<file path="src/hdl/assert_macros.svh">
// Assertion helpers shared by the RTL.
`ifndef ASSERT_MACROS_SVH
`define ASSERT_MACROS_SVH

`ifndef SYNTH

// Property must hold at every clock edge outside reset.
`define ASSERT_ALWAYS(lbl, clk, rst_n, prop) \
    lbl: assert property (@(posedge clk) disable iff (!(rst_n)) (prop)) \
        else $error("assertion failed");

// Expression must never be true outside reset.
`define ASSERT_NEVER(lbl, clk, rst_n, expr) \
    lbl: assert property (@(posedge clk) disable iff (!(rst_n)) !(expr)) \
        else $error("forbidden condition seen");

`else

`define ASSERT_ALWAYS(lbl, clk, rst_n, prop)
`define ASSERT_NEVER(lbl, clk, rst_n, expr)

`endif

`endif

</file>
<file path="src/hdl/dtcr_pkg.sv">
`default_nettype none

package dtcr_pkg;

    localparam int ELEM_W          = 64;
    localparam int DIM_W           = 16;
    localparam int NUM_DIMS        = 4;
    localparam int MAX_SPARSE_DIMS = 4;
    localparam int SD_W            = 3;
    localparam int LEN_W           = 7;
    localparam int KIND_W          = 3;
    localparam int COL_W           = 6;
    localparam int NZR_W           = 32;
    localparam int PADDR_W         = 5;
    localparam int PDATA_W         = 32;
    localparam int REG_IDX_W       = 3;

    // register indexes (byte address = 4 * index)
    localparam logic [REG_IDX_W-1:0] REG_SPARSE_DIMS  = 3'd0;
    localparam logic [REG_IDX_W-1:0] REG_DIM_SIZE_0   = 3'd1;
    localparam logic [REG_IDX_W-1:0] REG_DIM_SIZE_1   = 3'd2;
    localparam logic [REG_IDX_W-1:0] REG_DIM_SIZE_2   = 3'd3;
    localparam logic [REG_IDX_W-1:0] REG_DIM_SIZE_3   = 3'd4;
    localparam logic [REG_IDX_W-1:0] REG_ROW_LENGTH   = 3'd5;
    localparam logic [REG_IDX_W-1:0] REG_ELEMENT_KIND = 3'd6;

    // element kinds
    localparam logic [KIND_W-1:0] KIND_INT   = 3'd0;
    localparam logic [KIND_W-1:0] KIND_FP16  = 3'd1;
    localparam logic [KIND_W-1:0] KIND_FP32  = 3'd2;
    localparam logic [KIND_W-1:0] KIND_FP64  = 3'd3;
    localparam logic [KIND_W-1:0] KIND_CPX64 = 3'd4;

    typedef struct packed {
        logic [ELEM_W-1:0] element;
    } t_in_item;

    typedef struct packed {
        logic [DIM_W-1:0]  coord_0;
        logic [DIM_W-1:0]  coord_1;
        logic [DIM_W-1:0]  coord_2;
        logic [DIM_W-1:0]  coord_3;
        logic [NZR_W-1:0]  nonzero_row_number;
        logic [COL_W-1:0]  column;
        logic [ELEM_W-1:0] value;
        logic              last_of_row;
    } t_out_item;

    typedef logic [NUM_DIMS-1:0][DIM_W-1:0] t_coords;

    // effective configuration, already clamped
    typedef struct packed {
        logic [SD_W-1:0]   sparse_dims;
        t_coords           dim_size;
        logic [LEN_W-1:0]  row_length;
        logic [KIND_W-1:0] element_kind;
    } t_cfg;

    // float kinds ignore the sign bit; unknown kinds use the integer test
    function automatic logic elem_is_zero(input logic [KIND_W-1:0] kind,
                                          input logic [ELEM_W-1:0] e);
        logic z;
        unique case (kind)
            KIND_FP16:  z = (e[14:0] == '0);
            KIND_FP32:  z = (e[30:0] == '0);
            KIND_FP64:  z = (e[62:0] == '0);
            KIND_CPX64: z = (e[30:0] == '0) && (e[62:32] == '0);
            default:    z = (e == '0);
        endcase
        return z;
    endfunction

endpackage

`default_nettype wire

</file>
<file path="src/hdl/dtcr_stream_if.sv">
`default_nettype none

interface dtcr_stream_if #(
    parameter type T = logic
);
    logic valid;
    logic ready;
    T     data;

    modport source (output valid, output data, input ready);
    modport sink   (input valid, input data, output ready);
endinterface

`default_nettype wire

</file>
<file path="src/hdl/dtcr_row_ram.sv">
`default_nettype none

module dtcr_row_ram #(
    parameter int DEPTH = 64,
    parameter int WIDTH = 64,
    localparam int AW   = (DEPTH > 1) ? $clog2(DEPTH) : 1
) (
    input  wire logic             i_clk,
    input  wire logic             i_we,
    input  wire logic [AW-1:0]    i_waddr,
    input  wire logic [WIDTH-1:0] i_wdata,
    input  wire logic             i_re,
    input  wire logic [AW-1:0]    i_raddr,
    output logic      [WIDTH-1:0] o_rdata
);

    logic [WIDTH-1:0] r_mem [DEPTH];
    logic [WIDTH-1:0] r_rdata;

    always_ff @(posedge i_clk) begin
        if (i_we) begin
            r_mem[i_waddr] <= i_wdata;
        end
    end

    // read data holds until the next read
    always_ff @(posedge i_clk) begin
        if (i_re) begin
            r_rdata <= r_mem[i_raddr];
        end
    end

    assign o_rdata = r_rdata;

endmodule

`default_nettype wire

</file>
<file path="src/hdl/dtcr_cfg_regs.sv">
`default_nettype none

module dtcr_cfg_regs #(
    parameter int MAX_ROW_LENGTH = 64
) (
    input  wire logic                           i_clk,
    input  wire logic                           i_rst_n,
    input  wire logic                           psel,
    input  wire logic                           penable,
    input  wire logic                           pwrite,
    input  wire logic [dtcr_pkg::PADDR_W-1:0]   paddr,
    input  wire logic [dtcr_pkg::PDATA_W-1:0]   pwdata,
    output logic      [dtcr_pkg::PDATA_W-1:0]   prdata,
    output logic                                pready,
    output dtcr_pkg::t_cfg                      o_cfg
);

    localparam logic [dtcr_pkg::LEN_W-1:0] LEN_MAX = dtcr_pkg::LEN_W'(MAX_ROW_LENGTH);
    localparam logic [dtcr_pkg::SD_W-1:0]  SD_MAX  =
        dtcr_pkg::SD_W'(dtcr_pkg::MAX_SPARSE_DIMS);

    logic [dtcr_pkg::SD_W-1:0]   r_sparse_dims;
    dtcr_pkg::t_coords           r_dim_size;
    logic [dtcr_pkg::LEN_W-1:0]  r_row_length;
    logic [dtcr_pkg::KIND_W-1:0] r_element_kind;

    logic [dtcr_pkg::REG_IDX_W-1:0] reg_idx;
    logic                           wr_en;

    assign reg_idx = paddr[dtcr_pkg::PADDR_W-1:2];
    assign wr_en   = psel && penable && pwrite;
    assign pready  = 1'b1;

    always_ff @(posedge i_clk) begin
        if (!i_rst_n) begin
            r_sparse_dims  <= dtcr_pkg::SD_W'(1);
            r_dim_size     <= {dtcr_pkg::NUM_DIMS{dtcr_pkg::DIM_W'(1)}};
            r_row_length   <= dtcr_pkg::LEN_W'(1);
            r_element_kind <= dtcr_pkg::KIND_INT;
        end else if (wr_en) begin
            unique case (reg_idx)
                dtcr_pkg::REG_SPARSE_DIMS:  r_sparse_dims  <= pwdata[dtcr_pkg::SD_W-1:0];
                dtcr_pkg::REG_DIM_SIZE_0:   r_dim_size[0]  <= pwdata[dtcr_pkg::DIM_W-1:0];
                dtcr_pkg::REG_DIM_SIZE_1:   r_dim_size[1]  <= pwdata[dtcr_pkg::DIM_W-1:0];
                dtcr_pkg::REG_DIM_SIZE_2:   r_dim_size[2]  <= pwdata[dtcr_pkg::DIM_W-1:0];
                dtcr_pkg::REG_DIM_SIZE_3:   r_dim_size[3]  <= pwdata[dtcr_pkg::DIM_W-1:0];
                dtcr_pkg::REG_ROW_LENGTH:   r_row_length   <= pwdata[dtcr_pkg::LEN_W-1:0];
                dtcr_pkg::REG_ELEMENT_KIND: r_element_kind <= pwdata[dtcr_pkg::KIND_W-1:0];
                default: ;
            endcase
        end
    end

    always_comb begin
        unique case (reg_idx)
            dtcr_pkg::REG_SPARSE_DIMS:  prdata = dtcr_pkg::PDATA_W'(r_sparse_dims);
            dtcr_pkg::REG_DIM_SIZE_0:   prdata = dtcr_pkg::PDATA_W'(r_dim_size[0]);
            dtcr_pkg::REG_DIM_SIZE_1:   prdata = dtcr_pkg::PDATA_W'(r_dim_size[1]);
            dtcr_pkg::REG_DIM_SIZE_2:   prdata = dtcr_pkg::PDATA_W'(r_dim_size[2]);
            dtcr_pkg::REG_DIM_SIZE_3:   prdata = dtcr_pkg::PDATA_W'(r_dim_size[3]);
            dtcr_pkg::REG_ROW_LENGTH:   prdata = dtcr_pkg::PDATA_W'(r_row_length);
            dtcr_pkg::REG_ELEMENT_KIND: prdata = dtcr_pkg::PDATA_W'(r_element_kind);
            default:                    prdata = '0;
        endcase
    end

    // clamp: zero acts as one, large values saturate
    always_comb begin
        if (r_sparse_dims == '0) begin
            o_cfg.sparse_dims = dtcr_pkg::SD_W'(1);
        end else if (r_sparse_dims > SD_MAX) begin
            o_cfg.sparse_dims = SD_MAX;
        end else begin
            o_cfg.sparse_dims = r_sparse_dims;
        end

        for (int d = 0; d < dtcr_pkg::NUM_DIMS; d++) begin
            o_cfg.dim_size[d] = (r_dim_size[d] == '0) ? dtcr_pkg::DIM_W'(1) : r_dim_size[d];
        end

        if (r_row_length == '0) begin
            o_cfg.row_length = dtcr_pkg::LEN_W'(1);
        end else if (r_row_length > LEN_MAX) begin
            o_cfg.row_length = LEN_MAX;
        end else begin
            o_cfg.row_length = r_row_length;
        end

        o_cfg.element_kind = r_element_kind;
    end

endmodule

`default_nettype wire

</file>
<file path="src/hdl/dtcr_coord_ctr.sv">
`default_nettype none

module dtcr_coord_ctr (
    input  wire logic                         i_clk,
    input  wire logic                         i_rst_n,
    input  wire dtcr_pkg::t_cfg               i_cfg,
    input  wire logic                         i_advance,
    input  wire logic                         i_row_emitted,
    output dtcr_pkg::t_coords                 o_coord,
    output logic      [dtcr_pkg::NZR_W-1:0]   o_emitted
);

    dtcr_pkg::t_coords           r_coord;
    dtcr_pkg::t_coords           n_coord;
    logic [dtcr_pkg::NZR_W-1:0]  r_emitted;
    logic [dtcr_pkg::NZR_W-1:0]  n_emitted;

    // mixed-radix increment, innermost used dimension first
    always_comb begin
        logic               carry;
        logic [dtcr_pkg::DIM_W:0] nxt;
        carry   = 1'b1;
        n_coord = r_coord;
        for (int d = dtcr_pkg::NUM_DIMS - 1; d >= 0; d--) begin
            nxt = {1'b0, r_coord[d]} + (dtcr_pkg::DIM_W + 1)'(1);
            if (carry && (d < int'(i_cfg.sparse_dims))) begin
                if (nxt < {1'b0, i_cfg.dim_size[d]}) begin
                    n_coord[d] = nxt[dtcr_pkg::DIM_W-1:0];
                    carry      = 1'b0;
                end else begin
                    n_coord[d] = '0;
                end
            end
        end
        // carry out of the outermost dimension ends the tensor
        if (carry) begin
            n_emitted = '0;
        end else begin
            n_emitted = r_emitted + dtcr_pkg::NZR_W'(i_row_emitted);
        end
    end

    always_ff @(posedge i_clk) begin
        if (!i_rst_n) begin
            r_coord   <= '0;
            r_emitted <= '0;
        end else if (i_advance) begin
            r_coord   <= n_coord;
            r_emitted <= n_emitted;
        end
    end

    assign o_coord   = r_coord;
    assign o_emitted = r_emitted;

endmodule

`default_nettype wire

</file>
<file path="src/hdl/dense_to_coo_rows_unit.sv">
// Elements are taken one per cycle while a row loads into the row RAM.
// A completed row with a nonzero element is read back one result per cycle while
// the receiver is ready; the first result is valid once the state has switched to
// read-out and the RAM read register has loaded. No element is taken while a row is
// read out.
// Synchronous active-low reset clears control and config; the RAM is not cleared.
`default_nettype none
`include "assert_macros.svh"

module dense_to_coo_rows_unit #(
    parameter int MAX_ROW_LENGTH = 64
) (
    input  wire logic                           i_clk,
    input  wire logic                           i_rst_n,
    dtcr_stream_if.sink                         i_elem,
    dtcr_stream_if.source                       o_coo,
    input  wire logic                           psel,
    input  wire logic                           penable,
    input  wire logic                           pwrite,
    input  wire logic [dtcr_pkg::PADDR_W-1:0]   paddr,
    input  wire logic [dtcr_pkg::PDATA_W-1:0]   pwdata,
    output logic      [dtcr_pkg::PDATA_W-1:0]   prdata,
    output logic                                pready
);

    localparam int AW = (MAX_ROW_LENGTH > 1) ? $clog2(MAX_ROW_LENGTH) : 1;
    localparam int IW = $clog2(MAX_ROW_LENGTH + 1);

    typedef enum logic {ST_LOAD, ST_EMIT} t_state;

    dtcr_pkg::t_cfg              cfg;
    dtcr_pkg::t_coords           cur_coord;
    logic [dtcr_pkg::NZR_W-1:0]  cur_emitted;

    t_state                      r_state,  n_state;
    logic [AW-1:0]               r_fill,   n_fill;
    logic                        r_has_nz, n_has_nz;
    logic [IW-1:0]               r_rd_idx, n_rd_idx;
    logic [dtcr_pkg::LEN_W-1:0]  r_len,    n_len;
    logic                        r_dv,     n_dv;
    logic [dtcr_pkg::COL_W-1:0]  r_col,    n_col;
    logic                        r_last,   n_last;
    dtcr_pkg::t_coords           r_coord,  n_coord;
    logic [dtcr_pkg::NZR_W-1:0]  r_nzrow,  n_nzrow;
    dtcr_pkg::t_coords           r_ocoord, n_ocoord;
    logic [dtcr_pkg::NZR_W-1:0]  r_onzrow, n_onzrow;

    logic                        in_acc;
    logic                        elem_zero;
    logic                        row_nz;
    logic                        row_end;
    logic                        advance;
    logic                        emit_row;
    logic                        rd_en;
    logic                        rd_last;
    logic [dtcr_pkg::ELEM_W-1:0] rd_data;

    dtcr_cfg_regs #(
        .MAX_ROW_LENGTH (MAX_ROW_LENGTH)
    ) u_cfg (
        .i_clk   (i_clk),
        .i_rst_n (i_rst_n),
        .psel    (psel),
        .penable (penable),
        .pwrite  (pwrite),
        .paddr   (paddr),
        .pwdata  (pwdata),
        .prdata  (prdata),
        .pready  (pready),
        .o_cfg   (cfg)
    );

    dtcr_coord_ctr u_coord (
        .i_clk         (i_clk),
        .i_rst_n       (i_rst_n),
        .i_cfg         (cfg),
        .i_advance     (advance),
        .i_row_emitted (emit_row),
        .o_coord       (cur_coord),
        .o_emitted     (cur_emitted)
    );

    dtcr_row_ram #(
        .DEPTH (MAX_ROW_LENGTH),
        .WIDTH (dtcr_pkg::ELEM_W)
    ) u_ram (
        .i_clk   (i_clk),
        .i_we    (in_acc),
        .i_waddr (r_fill),
        .i_wdata (i_elem.data.element),
        .i_re    (rd_en),
        .i_raddr (r_rd_idx[AW-1:0]),
        .o_rdata (rd_data)
    );

    assign i_elem.ready = (r_state == ST_LOAD);
    assign in_acc       = i_elem.valid && i_elem.ready;
    assign elem_zero    = dtcr_pkg::elem_is_zero(cfg.element_kind, i_elem.data.element);
    assign row_nz       = r_has_nz || !elem_zero;
    assign row_end      = !((dtcr_pkg::LEN_W'(r_fill) + dtcr_pkg::LEN_W'(1)) < cfg.row_length);
    assign advance      = in_acc && row_end;
    assign emit_row     = advance && row_nz;

    // the RAM read register doubles as the output register
    assign rd_en   = (r_state == ST_EMIT) && (!r_dv || o_coo.ready);
    assign rd_last = (dtcr_pkg::LEN_W'(r_rd_idx) + dtcr_pkg::LEN_W'(1)) == r_len;

    always_comb begin
        n_state  = r_state;
        n_fill   = r_fill;
        n_has_nz = r_has_nz;
        n_rd_idx = r_rd_idx;
        n_len    = r_len;
        n_col    = r_col;
        n_last   = r_last;
        n_coord  = r_coord;
        n_nzrow  = r_nzrow;
        n_ocoord = r_ocoord;
        n_onzrow = r_onzrow;

        if (rd_en) begin
            n_dv = 1'b1;
        end else if (o_coo.ready) begin
            n_dv = 1'b0;
        end else begin
            n_dv = r_dv;
        end

        unique case (r_state)
            ST_LOAD: begin
                if (in_acc) begin
                    if (row_end) begin
                        n_fill   = '0;
                        n_has_nz = 1'b0;
                        if (row_nz) begin
                            // capture the row header before the counter moves on
                            for (int d = 0; d < dtcr_pkg::NUM_DIMS; d++) begin
                                n_coord[d] = (d < int'(cfg.sparse_dims)) ? cur_coord[d] : '0;
                            end
                            n_nzrow  = cur_emitted;
                            n_len    = cfg.row_length;
                            n_rd_idx = '0;
                            n_state  = ST_EMIT;
                        end
                    end else begin
                        n_fill   = r_fill + AW'(1);
                        n_has_nz = row_nz;
                    end
                end
            end
            ST_EMIT: begin
                if (rd_en) begin
                    n_rd_idx = r_rd_idx + IW'(1);
                    n_col    = dtcr_pkg::COL_W'(r_rd_idx);
                    n_last   = rd_last;
                    // header moves to the output only with a new request
                    n_ocoord = r_coord;
                    n_onzrow = r_nzrow;
                    if (rd_last) begin
                        n_state = ST_LOAD;
                    end
                end
            end
            default: n_state = ST_LOAD;
        endcase
    end

    always_ff @(posedge i_clk) begin
        if (!i_rst_n) begin
            r_state  <= ST_LOAD;
            r_fill   <= '0;
            r_has_nz <= 1'b0;
            r_rd_idx <= '0;
            r_dv     <= 1'b0;
        end else begin
            r_state  <= n_state;
            r_fill   <= n_fill;
            r_has_nz <= n_has_nz;
            r_rd_idx <= n_rd_idx;
            r_dv     <= n_dv;
            r_len    <= n_len;
            r_col    <= n_col;
            r_last   <= n_last;
            r_coord  <= n_coord;
            r_nzrow  <= n_nzrow;
            r_ocoord <= n_ocoord;
            r_onzrow <= n_onzrow;
        end
    end

    assign o_coo.valid                   = r_dv;
    assign o_coo.data.coord_0            = r_ocoord[0];
    assign o_coo.data.coord_1            = r_ocoord[1];
    assign o_coo.data.coord_2            = r_ocoord[2];
    assign o_coo.data.coord_3            = r_ocoord[3];
    assign o_coo.data.nonzero_row_number = r_onzrow;
    assign o_coo.data.column             = r_col;
    assign o_coo.data.value              = rd_data;
    assign o_coo.data.last_of_row        = r_last;

    // read-out never runs past the captured row length
    `ASSERT_ALWAYS(a_rd_in_row, i_clk, i_rst_n, (r_state == ST_EMIT) |-> (dtcr_pkg::LEN_W'(r_rd_idx) < r_len))
    // a fresh read-out starts at column zero
    `ASSERT_ALWAYS(a_emit_start, i_clk, i_rst_n, ((r_state == ST_LOAD) ##1 (r_state == ST_EMIT)) |-> (r_rd_idx == '0))
    // the single row buffer is never written and read in the same cycle
    `ASSERT_NEVER(a_wr_rd_excl, i_clk, i_rst_n, in_acc && rd_en)
    // during read-out the fill position is back at zero with no nonzero flag pending
    `ASSERT_ALWAYS(a_fill_in_row, i_clk, i_rst_n, (r_state == ST_EMIT) |-> (r_fill == '0) && !r_has_nz)

endmodule

`default_nettype wire

</file>
<file path="src/flat_wrapper.sv">
// flat-port wrapper written by rule: the top's interface ports become plain ports
module dense_to_coo_rows_unit_flat import dtcr_pkg::*;
#(
    parameter int MAX_ROW_LENGTH = 64
)
  (i_clk, i_rst_n, psel, penable, pwrite, paddr, pwdata, prdata, pready, i_elem_valid, i_elem_data, i_elem_ready, o_coo_valid, o_coo_data, o_coo_ready);
  dtcr_stream_if #(.T(t_in_item)) i_elem_i ();
  dtcr_stream_if #(.T(t_out_item)) o_coo_i ();
  input  wire logic i_clk;
  input  wire logic i_rst_n;
  input  wire logic psel;
  input  wire logic penable;
  input  wire logic pwrite;
  input  wire logic [dtcr_pkg::PADDR_W-1:0] paddr;
  input  wire logic [dtcr_pkg::PDATA_W-1:0] pwdata;
  output logic      [dtcr_pkg::PDATA_W-1:0] prdata;
  output logic pready;
  input wire logic [$bits(i_elem_i.valid)-1:0] i_elem_valid;
  input wire logic [$bits(i_elem_i.data)-1:0] i_elem_data;
  output wire logic [$bits(i_elem_i.ready)-1:0] i_elem_ready;
  output wire logic [$bits(o_coo_i.valid)-1:0] o_coo_valid;
  output wire logic [$bits(o_coo_i.data)-1:0] o_coo_data;
  input wire logic [$bits(o_coo_i.ready)-1:0] o_coo_ready;
  assign i_elem_i.valid = i_elem_valid;
  assign i_elem_i.data = i_elem_data;
  assign i_elem_ready = i_elem_i.ready;
  assign o_coo_valid = o_coo_i.valid;
  assign o_coo_data = o_coo_i.data;
  assign o_coo_i.ready = o_coo_ready;
  dense_to_coo_rows_unit #(.MAX_ROW_LENGTH(MAX_ROW_LENGTH)) u_core (.i_clk(i_clk), .i_rst_n(i_rst_n), .i_elem(i_elem_i), .o_coo(o_coo_i), .psel(psel), .penable(penable), .pwrite(pwrite), .paddr(paddr), .pwdata(pwdata), .prdata(prdata), .pready(pready));
endmodule
</file>
<file path="config.mk">
export PLATFORM = sky130hd
export DESIGN_NAME = dense_to_coo_rows_unit_flat
export DESIGN_NICKNAME = d
export VERILOG_FILES = /design/src/hdl/dtcr_pkg.sv /design/src/hdl/dtcr_stream_if.sv /design/src/hdl/dtcr_row_ram.sv /design/src/hdl/dtcr_cfg_regs.sv /design/src/hdl/dtcr_coord_ctr.sv /design/src/hdl/dense_to_coo_rows_unit.sv /design/src/flat_wrapper.sv
export VERILOG_INCLUDE_DIRS = /design/src /design/src/hdl
export SDC_FILE = /design/constraint.sdc
export NUM_CORES = 2
export LEC_CHECK = 0
export BUFFER_PORTS_ARGS = -buffer_cell sky130_fd_sc_hd__buf_4
export CAP_MARGIN = 20
export CORE_MARGIN = 2
export CORE_UTILIZATION = 62
export DETAILED_ROUTE_END_ITERATION = 6
export GPL_TIMING_DRIVEN = 0
export HOLD_SLACK_MARGIN = 0.02
export PLACE_DENSITY = 0.79
export RECOVER_POWER = 25
export SLEW_MARGIN = 20
export SYNTH_ARGS = -nofsm -noshare
export SYNTH_HDL_FRONTEND = slang
export SYNTH_SLANG_ARGS = --single-unit
</file>
<file path="constraint.sdc">
create_clock -name i_clk -period 7.75 [get_ports i_clk]
set_input_delay 0.3875 -clock i_clk [delete_from_list [all_inputs] [get_ports i_clk]]
set_output_delay 0.3875 -clock i_clk [all_outputs]
set_load 0.03 [all_outputs]
</file>
==> results.ini <==
[sta]
skew_ps = 114
worst_pin_slew_ps = 3300
setup_ws_ps = 392
hold_viol = 0
fmax_mhz = 136
fin_crit_ps = 7360
setup_violations = 0
post-route-period-util = 0.949
slew_violations = 2970
rsz0062_at_grt = false
whs_ps = 65.6
relSlewSlack = -1.20

[grt]
grt.total_usage = 0.408
grt_pass1_vias = 98200
grt_pass1_wl_mm = 797
antenna_found_initial = 44
overflow = 0
grt_max_degree = 66

[clock_network]
ctsHtreeMaxLevel = 5
cts_resized = 0
cts_tree = yes
clk_latency_ps = 1060
clk_pin_slew_ps = 80
numCtsBuffers = 430
clockBufferDepth = 4
cts.sinks = 4555
ctsRootBufferMaster = clkbuf_16

[placement]
dp_cells = 12000
detailed_place_hpwl_mm = 334
place_congestion = 0.885
dp_slack_ps = 1360
port_buffers = 273

[critical_path]
crit_fanout = 10
crit_cells = 17
cp_num_buf_inv = 2
cp.required_ps = 8670
r2r-start = u_core.r_fill[5]$_SDFFE_PN0P_
max_stage_delay_ps = 930
cp-start-kind = register
path_common_cell = nor2_1
crit_start = u_core.r_fill[5]$_SDFFE_PN0P_
r2r_cells = 17
endpoint = u_core.u_coord.o_emitted[29]$_SDFFE_PN0P_
arrival_ps = 8280
crit_path_end_kind = register
slowest_stage = nand3_1
r2r_slack_ps = 390
cp_top_family = simple AND/OR/NAND/NOR gates
r2r-end = u_core.u_coord.o_emitted[29]$_SDFFE_PN0P_
path_class = reg -> reg
path_cells = clkbuf_1, nand3_1, nor2_1, ha_1, nand4_1, nor2_1, o311ai_0, a21oi_1, clkbuf_1, and2_1, ha_1, and3_1, o211ai_1, nor2_1, nand4_1, xor2_1, nor2_1

[die]
die_h_um = 535
pin_count = 310
rows = 195
fp.dieArea_um2 = 287000
core_um2 = 282000
dieWidth_um = 535
start_util = 0.622

[drt]
antenna_left = 0
first_pass_iters = 7
drt-initial-drc-count = 19200
vias = 99100
via_per_inst = 7.68
wire_per_inst_um = 45.2
remaining_drc_errors = 45
drt-total-wl_mm = 583

[logic_synthesis]
postSynthCellCount = 7664
synth_edf_count = 4366
synth_area_leaders = edfxtp_1 (75%), mux4_2 (17%), dfxtp_1 (2.2%)
ys_types = 70
syn_avg_cell_area_um2 = 22.8
ys_warn_count = 0
yosysTopAreaCell = edfxtp_1
synth-seq-cells = 4555
ys_async_sr_fraction = 0
synthTopCellsByCount = edfxtp_1 (4366), mux4_2 (1346), clkbuf_1 (265), nand2_1 (226), nor2_1 (209)
yosysMostFrequentCell = edfxtp_1
synth_flop_cell = edfxtp_1
ys_seq_area_frac = 0.771
netlist.area_leader.share = 0.749
netlist_area_um2 = 175000

[finish]
finalNonFillerCells = 12900
fillers = 14400
area_growth_pct = 16.0
nNetsFinal = 8933
drive_gt1_frac = 0.300

[power]
p_leak_nw = 62.6
p_total_mw = 54.2
p_per_area_nw_per_um2 = 267
irDropWorstVdd_v = 0.000279

[run]
maxCapViolations = 45

[hold_path]
hold_class = in -> reg

[run_status]
violations = DRC, capacitance limit, slew limit
status = finished with violations

==> state kept, by name, summed over array words and instances (netlist names), 6 cells and up <==
name,cells
u_core.r_rd_idx,7
u_core.u_ram.o_rdata,64
u_core.r_len,7
u_core.o_coo.data,64
u_core.r_coord,64
u_core.r_col,6
u_core.u_coord.o_emitted,32
u_core.u_coord.o_coord,64
u_core.r_nzrow,32
u_core.u_ram.r_mem,4096
u_core.u_cfg.r_dim_size,64
u_core.r_fill,6
u_core.r_onzrow,32
u_core.u_cfg.r_row_length,7
==> metrics by stage <==
step / util / area, µm² / setup TNS, ps
final: 0.721 / 203000 / 0
after CTS: 0.721 / 203000 / 0
after floorplan: - / 175000 / 0
after detailed placement: 0.668 / 188000 / 0
after global placement: 0.646 / 182000 / -3346840
after global routing: 0.721 / 203000 / 0
==> layout make-up <==
cell class | count | area (µm²) | share of cell area
Antenna cell | 55 | 138 | 0.000678
Multi-Input combinational cell | 2619 | 38500 | 0.190
Clock buffer | 526 | 11100 | 0.0548
Sequential cell | 4555 | 135000 | 0.664
Inverter | 82 | 310 | 0.00153
Clock inverter | 259 | 2820 | 0.0139
Buffer | 423 | 1930 | 0.00952
Timing Repair Buffer | 640 | 8680 | 0.0427
Tap cell | 3743 | 4680 | 0.0231
==> power by group <==
group	leakage [nW]	total [mW]	switching, mW	internal, mW
logic	14.9	5.01	3.01	2.00
clock network	6.72	21.8	10.2	11.6
registers	40.9	27.3	0.100	27.2
==> how the worst min path moves through the flow <==
| stage | slack (ps) | cells past startpoint | from | to |
|---|---|---|---|---|
| after floorplan | 400 | 0 | u_core.r_coord[48]$_SDFFCE_PN0P_ | u_core.o_coo.data[103]$_DFFE_PP_ |
| after global placement | 400 | 0 | u_core.r_coord[27]$_SDFFCE_PP0P_ | u_core.o_coo.data[146]$_DFFE_PP_ |
| after detailed placement | 400 | 0 | u_core.r_coord[15]$_SDFFCE_PP0P_ | u_core.o_coo.data[166]$_DFFE_PP_ |
| after CTS | 30 | 5 | paddr[2] | u_core.u_cfg.r_dim_size[36]$_SDFFE_PN0P_ |
| after global routing | 120 | 5 | paddr[2] | u_core.u_cfg.r_dim_size[36]$_SDFFE_PN0P_ |
| final | 70 | 5 | paddr[2] | u_core.u_cfg.r_dim_size[34]$_SDFFE_PN0P_ |
==> metal layers <==
metal | track usage | share of wire | vias up
met1 | 0.490 | 0.30 | 50200
met2 | 0.641 | 0.48 | 11400
met5 | 0.00849 | 0.0012 | -
li1 | - | - | 34600
met4 | 0.278 | 0.084 | 54
met3 | 0.126 | 0.14 | 2763
==> logic make-up after synthesis <==
group           after synthesis  synth area share
mux                        1376             0.175
flops                      4555             0.771
compound gates              314            0.0116
buf+inv                     505            0.0124
simple gates                742            0.0203
fa+ha+maj                    74           0.00529
xor+xnor                     96           0.00480
other cells                   2         0.0000429
==> timing repair <==
item	CTS	global route
setup buffers	0	0
endpoints found under the hold margin	4073	0
hold buffers	89	0
==> worst min-delay path: cells and delay by family <==
kind / cells / cell delay, ps
buffers and inverters: 2 / 310
and+or+nand+nor: 2 / 260
AOI/OAI and AO/OA: 1 / 50
==> layout by cell type (no fill, tap or decap), types with 28 or more instances in the layout <==
cell and count:
inv_1 81, mux4_2 1346, ha_1 74, a21oi_1 124, diode_2 55, nor2b_1 38
edfxtp_1 4366, bufinv_16 38, clkbuf_2 50, o21ai_0 50, clkbuf_16 430, nand2_1 226
nand4_1 32, dlygate4sd3_1 89, nor2_4 62, nand3_1 70, clkinv_1 87, xor2_1 50
buf_4 275, mux2i_1 28, nor2_1 147, buf_16 96, nor4_1 28, clkinv_2 78
xnor2_1 46, clkbuf_1 359, dfxtp_1 189, buf_12 144, buf_2 105
(Power assumes the default switching activity.)
